`src/hw/rtl/srep_pkg.sv`:
```
`timescale 1ns / 1ps
// ----------------------------------------------------------------------------
// srep_pkg: shared types and constants
// Coordinate widths, stage payload and the divider cell payload.
// ----------------------------------------------------------------------------
package srep_pkg;

  localparam int unsigned CoordBits = 32;
  localparam int unsigned DiffBits  = CoordBits + 1;
  localparam int unsigned ProdBits  = 2 * DiffBits;
  localparam int unsigned CrossBits = ProdBits + 1;
  // quotient magnitude stays below 2^CoordBits; one extra bit for safety
  localparam int unsigned QuotBits  = CoordBits + 1;
  localparam int unsigned NumBits   = ProdBits;
  localparam int unsigned DivBits   = DiffBits;
  localparam int unsigned RemBits   = DivBits + 1;

  typedef logic signed [CoordBits-1:0] coord_t;
  typedef logic signed [DiffBits-1:0]  diff_t;

  // one request in flight through the divider chain
  typedef struct packed {
    logic                valid;
    logic                hit;
    logic                horiz;
    logic                neg;
    coord_t              base;    // start coordinate the offset adds to
    coord_t              fixed;   // coordinate taken from the edge
    logic [NumBits-1:0]  num;     // numerator magnitude, shifts out MSB first
    logic [DivBits-1:0]  den;     // divisor magnitude
    logic [RemBits-1:0]  rem;
    logic [QuotBits-1:0] quo;
  } div_cell_t;

endpackage

```
`src/hw/rtl/srep_div_cell.sv`:
```
`timescale 1ns / 1ps
// ----------------------------------------------------------------------------
// srep_div_cell: one restoring-division step
// Shift one numerator bit into the remainder, subtract when possible.
// ----------------------------------------------------------------------------
module srep_div_cell import srep_pkg::*; (
  input  logic      clk_i,
  input  logic      rst_ni,
  input  logic      en_i,
  input  div_cell_t cell_i,
  output div_cell_t cell_o
);

  div_cell_t          cell_d, data_q;
  logic               valid_q;
  logic [RemBits-1:0] shifted;
  logic [RemBits-1:0] diff;

  always_comb begin
    shifted = {cell_i.rem[RemBits-2:0], cell_i.num[NumBits-1]};
    diff    = shifted - {1'b0, cell_i.den};
    cell_d  = cell_i;
    cell_d.num = {cell_i.num[NumBits-2:0], 1'b0};
    if (!diff[RemBits-1]) begin
      cell_d.rem = diff;
      cell_d.quo = {cell_i.quo[QuotBits-2:0], 1'b1};
    end else begin
      cell_d.rem = shifted;
      cell_d.quo = {cell_i.quo[QuotBits-2:0], 1'b0};
    end
  end

  always_ff @(posedge clk_i or negedge rst_ni) begin
    if (!rst_ni) begin
      valid_q <= 1'b0;
    end else if (en_i) begin
      valid_q <= cell_d.valid;
    end
  end

  always_ff @(posedge clk_i) begin
    if (en_i) begin
      data_q <= cell_d;
    end
  end

  always_comb begin
    cell_o       = data_q;
    cell_o.valid = valid_q;
  end

endmodule

```
`config.mk`:
```
export PLATFORM = sky130hd
export DESIGN_NAME = srep_div_cell
export DESIGN_NICKNAME = d
export VERILOG_FILES = /design/src/hw/rtl/srep_pkg.sv /design/src/hw/rtl/srep_div_cell.sv
export SDC_FILE = /design/constraint.sdc
export NUM_CORES = 1
export LEC_CHECK = 0
export ABC_AREA = 1
export BUFFER_PORTS_ARGS = -buffer_cell sky130_fd_sc_hd__buf_2
export CAP_MARGIN = 20
export CORE_AREA = 5 5 180 182
export DETAILED_ROUTE_END_ITERATION = 10
export DIE_AREA = 0 0 185 187
export GPL_ROUTABILITY_DRIVEN = 0
export PLACE_DENSITY = 0.61
export SYNTH_ARGS = -nofsm -noshare
export SYNTH_HDL_FRONTEND = slang
export SYNTH_SLANG_ARGS = --single-unit
```
`constraint.sdc`:
```
create_clock -name clk_i -period 2.6 [get_ports clk_i]
set_clock_uncertainty 0.2 [all_clocks]
set_input_delay 0.26 -clock clk_i [delete_from_list [all_inputs] [get_ports clk_i]]
set_output_delay 0.26 -clock clk_i [all_outputs]
set_load 0.01 [all_outputs]
```
==> run_results.csv <==
group,metric,value,unit
cells_and_area,finalNonFillerCells,2146,
cells_and_area,fin_nets,1997,
critical_path,rr_endpoint,"valid_q$_DFFE_PN0P_",
floorplanning,initial_core_util,34.99,%
timing,holdWs,0.09930,ns
route,drtPass1Iterations,5,
critical_path,crit_top_cell,"nand2_1",
cells_and_area,area_growth,61.88,%
placement,place_inst,1850,
floorplanning,ios,471,
timing,final_period_minus_worst_setup_slack,2.483,ns
synth,yosys_warnings,0,
route,wl,41350,um
critical_path,r2r_slack,1.65,ns
critical_path,crit_chain,"dlygate4sd3_1 > buf_2 > inv_1 > ha_2 > nand2_1 > nand2_1 > inv_1 > nand2_1 > inv_1 > a21oi_2 > nor2_4 > nand3_4 > buf_4 > nand3_1 > nand2_1",
status,status,"finished clean",
critical_path,r2r_cells,1,
floorplanning,die_w,185,um
critical_path,cp_num_buf_inv,6,
clock_tree,cts_buffers,27,
worst_hold_path,hp-class,"input port to flop",
timing,finalSetupViolations,0,
critical_path,crit_start,"cell_i[91]",
grt,grt_antenna_before_repair,11,
placement,hpwl,30670,um
critical_path,path_depth,15,
grt,grt_pass1_wl,60680,um
run,max-cap-violations,0,
critical_path,worst_path_largest_cell_delay,0.55,ns
grt,grt.total_usage,22.71,%
critical_path,timing.rr.start,"valid_q$_DFFE_PN0P_",
critical_path,worstPathMaxFanout,8,
clock_tree,cts_tree,"built",
synth,synth_edf_count,232,
route,routedWlPerCell,19.27,um
critical_path,crit_path_start_kind,"input port",
synth,async_reset_ff_share,0.4292,%
timing,hold_viol_final,0,
clock_tree,clock_latency,0.52,ns
cells_and_area,final_common_cell,"buf_2",
grt,grt_max_degree,59,
synth,synthFlopType,"edfxtp_1",
floorplanning,rows,64,
clock_tree,cts_buffer_depth,3,
clock_tree,cts_sinks,233,
floorplanning,die_area,34600,um2
synth,post_synth.cell_area_avg,11.06,um2
synth,syn_nets,1234,
power,vdd_drop_max,461.8,uV
route,antenna_left,0,
critical_path,crit_path_top_delay_cell,"dlygate4sd3_1",
timing,clock.fmax,402.8,MHz
grt,grt_pass1_vias,10220,
synth,yosysSeqAreaShare,65.66,%
timing,period_share,95.48,%
critical_path,crit_end,"cell_o[62]$_DFFE_PP_",
route,drtIter0Drc,560,
route,vias,9658,
synth,synth_seq_cells,233,
cells_and_area,layout_common_cells,"buf_2, nand2_1, dlygate4sd3_1, edfxtp_1, inv_1",
clock_tree,cts-root-buf,"clkbuf_16",
synth,synth_cells,963,
grt,overflow,0,
power,powerDensity,606.8,nW/um2
critical_path,worst-setup-path-type,"input port to flop",
cells_and_area,drive_above_1_share,36.33,%
clock_tree,clk_pin_slew_worst_paths,0.06,ns
placement,numPortBuffers,467,
clock_tree,htree_num_levels,1,
synth,synth_cell_types,31,
critical_path,required,2.66,ns
floorplanning,core,30430,um2
route,drc,0,
timing,slew_viol_final,0,
synth,syn-cell-area,10650,um2
power,leakagePower,8.259,nW
critical_path,cp_top_family,"buffers and inverters",
timing,rsz0062_at_grt,"yes",
critical_path,cp.arrival,2.55,ns
floorplanning,die_height,187,um
critical_path,worstSetupEndpointType,"flop",
timing,fin_setup_tns,0,ns
route,vias_per_cell,4.500,
## cell type report
type	count	area (um2)
Timing Repair Buffer	748	5214
Antenna cell	5	12.51
Clock inverter	16	142.6
Sequential cell	233	6992
Multi-Input combinational cell	542	3033
Inverter	174	653.1
Fill cell	2609	13190
Tap cell	396	495.5
Clock buffer	32	694.4
## routing by layer
| layer | track usage [%] | part of all wire (%) |
|---|---|---|
| met1 | 26.31 | 38 |
| met2 | 40.48 | 50 |
| met3 | 5.076 | 7.1 |
| met4 | 8.978 | 4.8 |
| met5 | 0 | 0.22 |
## synth_stat cells, drive strengths merged, types with 2 or more instances
cell | count | share of area (%)
nor3 | 9 | 0.53
buf | 14 | 1.3
o21bai | 3 | 0.21
or2 | 2 | 0.12
and2 | 11 | 0.65
inv | 174 | 6.1
nand4 | 6 | 0.35
a21oi | 21 | 1.0
xor2 | 14 | 1.2
nand3 | 96 | 5.8
nor2 | 44 | 1.7
ha | 33 | 3.9
edfxtp | 232 | 65
nand2 | 297 | 11
## through the flow
step | instance area, um2 | utilization (%) | power, mW | setup slack [ns]
after floorplan | 10650 | - | 5.596 | 0.4902
after global placement | 13770 | 45.27 | 6.525 | 0.09045
after detailed placement | 13770 | 45.27 | 6.554 | 0.06302
after CTS | 16950 | 55.72 | 10.49 | 0.03395
after global routing | 17230 | 56.64 | 10.93 | -0.04611
final | 17240 | 56.64 | 10.46 | 0.1174
## state kept, by name, indices dropped and copies added, names as in the netlist
signal	flops
valid_q	1
cell_o	232
## what timing repair did
action,4_1_cts,5_1_grt
gates resized for setup,0,40
buffers inserted,0,8
endpoints found under the hold margin,270,0
hold buffers,234,0
setup endpoints to repair,0,33
## how the worst min path moves through the flow
stage                          endpoint  slack (ns)       start  cells after the start
3_5_place_dp        valid_q$_DFFE_PN0P_       -0.16      rst_ni                      1
4_1_cts            cell_o[65]$_DFFE_PP_        0.05  cell_i[65]                      4
5_1_grt        cell_o[66]$_SDFFCE_PN0P_        0.11  cell_i[65]                      4
6_report       cell_o[66]$_SDFFCE_PN0P_         0.1  cell_i[65]                      4
3_3_place_gp        valid_q$_DFFE_PN0P_       -0.16      rst_ni                      1
2_1_floorplan       valid_q$_DFFE_PN0P_       -0.24      rst_ni                      0
## tightest hold or removal path, stage by stage
cell,delay [ns]
buf_2,0.14
nand2_4,0.10
buf_12,0.16
inv_1,0.05
## cell families after synthesis
family                     synth area share, %
AOI/OAI and AO/OA                        1.281
xor gates and xnor gates                 1.234
adders and majority gates                4.066
buffers and inverters                    7.438
DFF                                      65.66
muxes                                   0.1058
other                                  0.03522
and+or+nand+nor                          20.18
## where the power goes
part | internal (mW) | total [mW] | switching [mW]
clock network | 2.11 | 3.59 | 1.49
registers | 4.53 | 4.62 | 0.0888
logic | 1.01 | 2.25 | 1.24
total | 7.64 | 10.5 | 2.82
(Power assumes the default switching activity.)
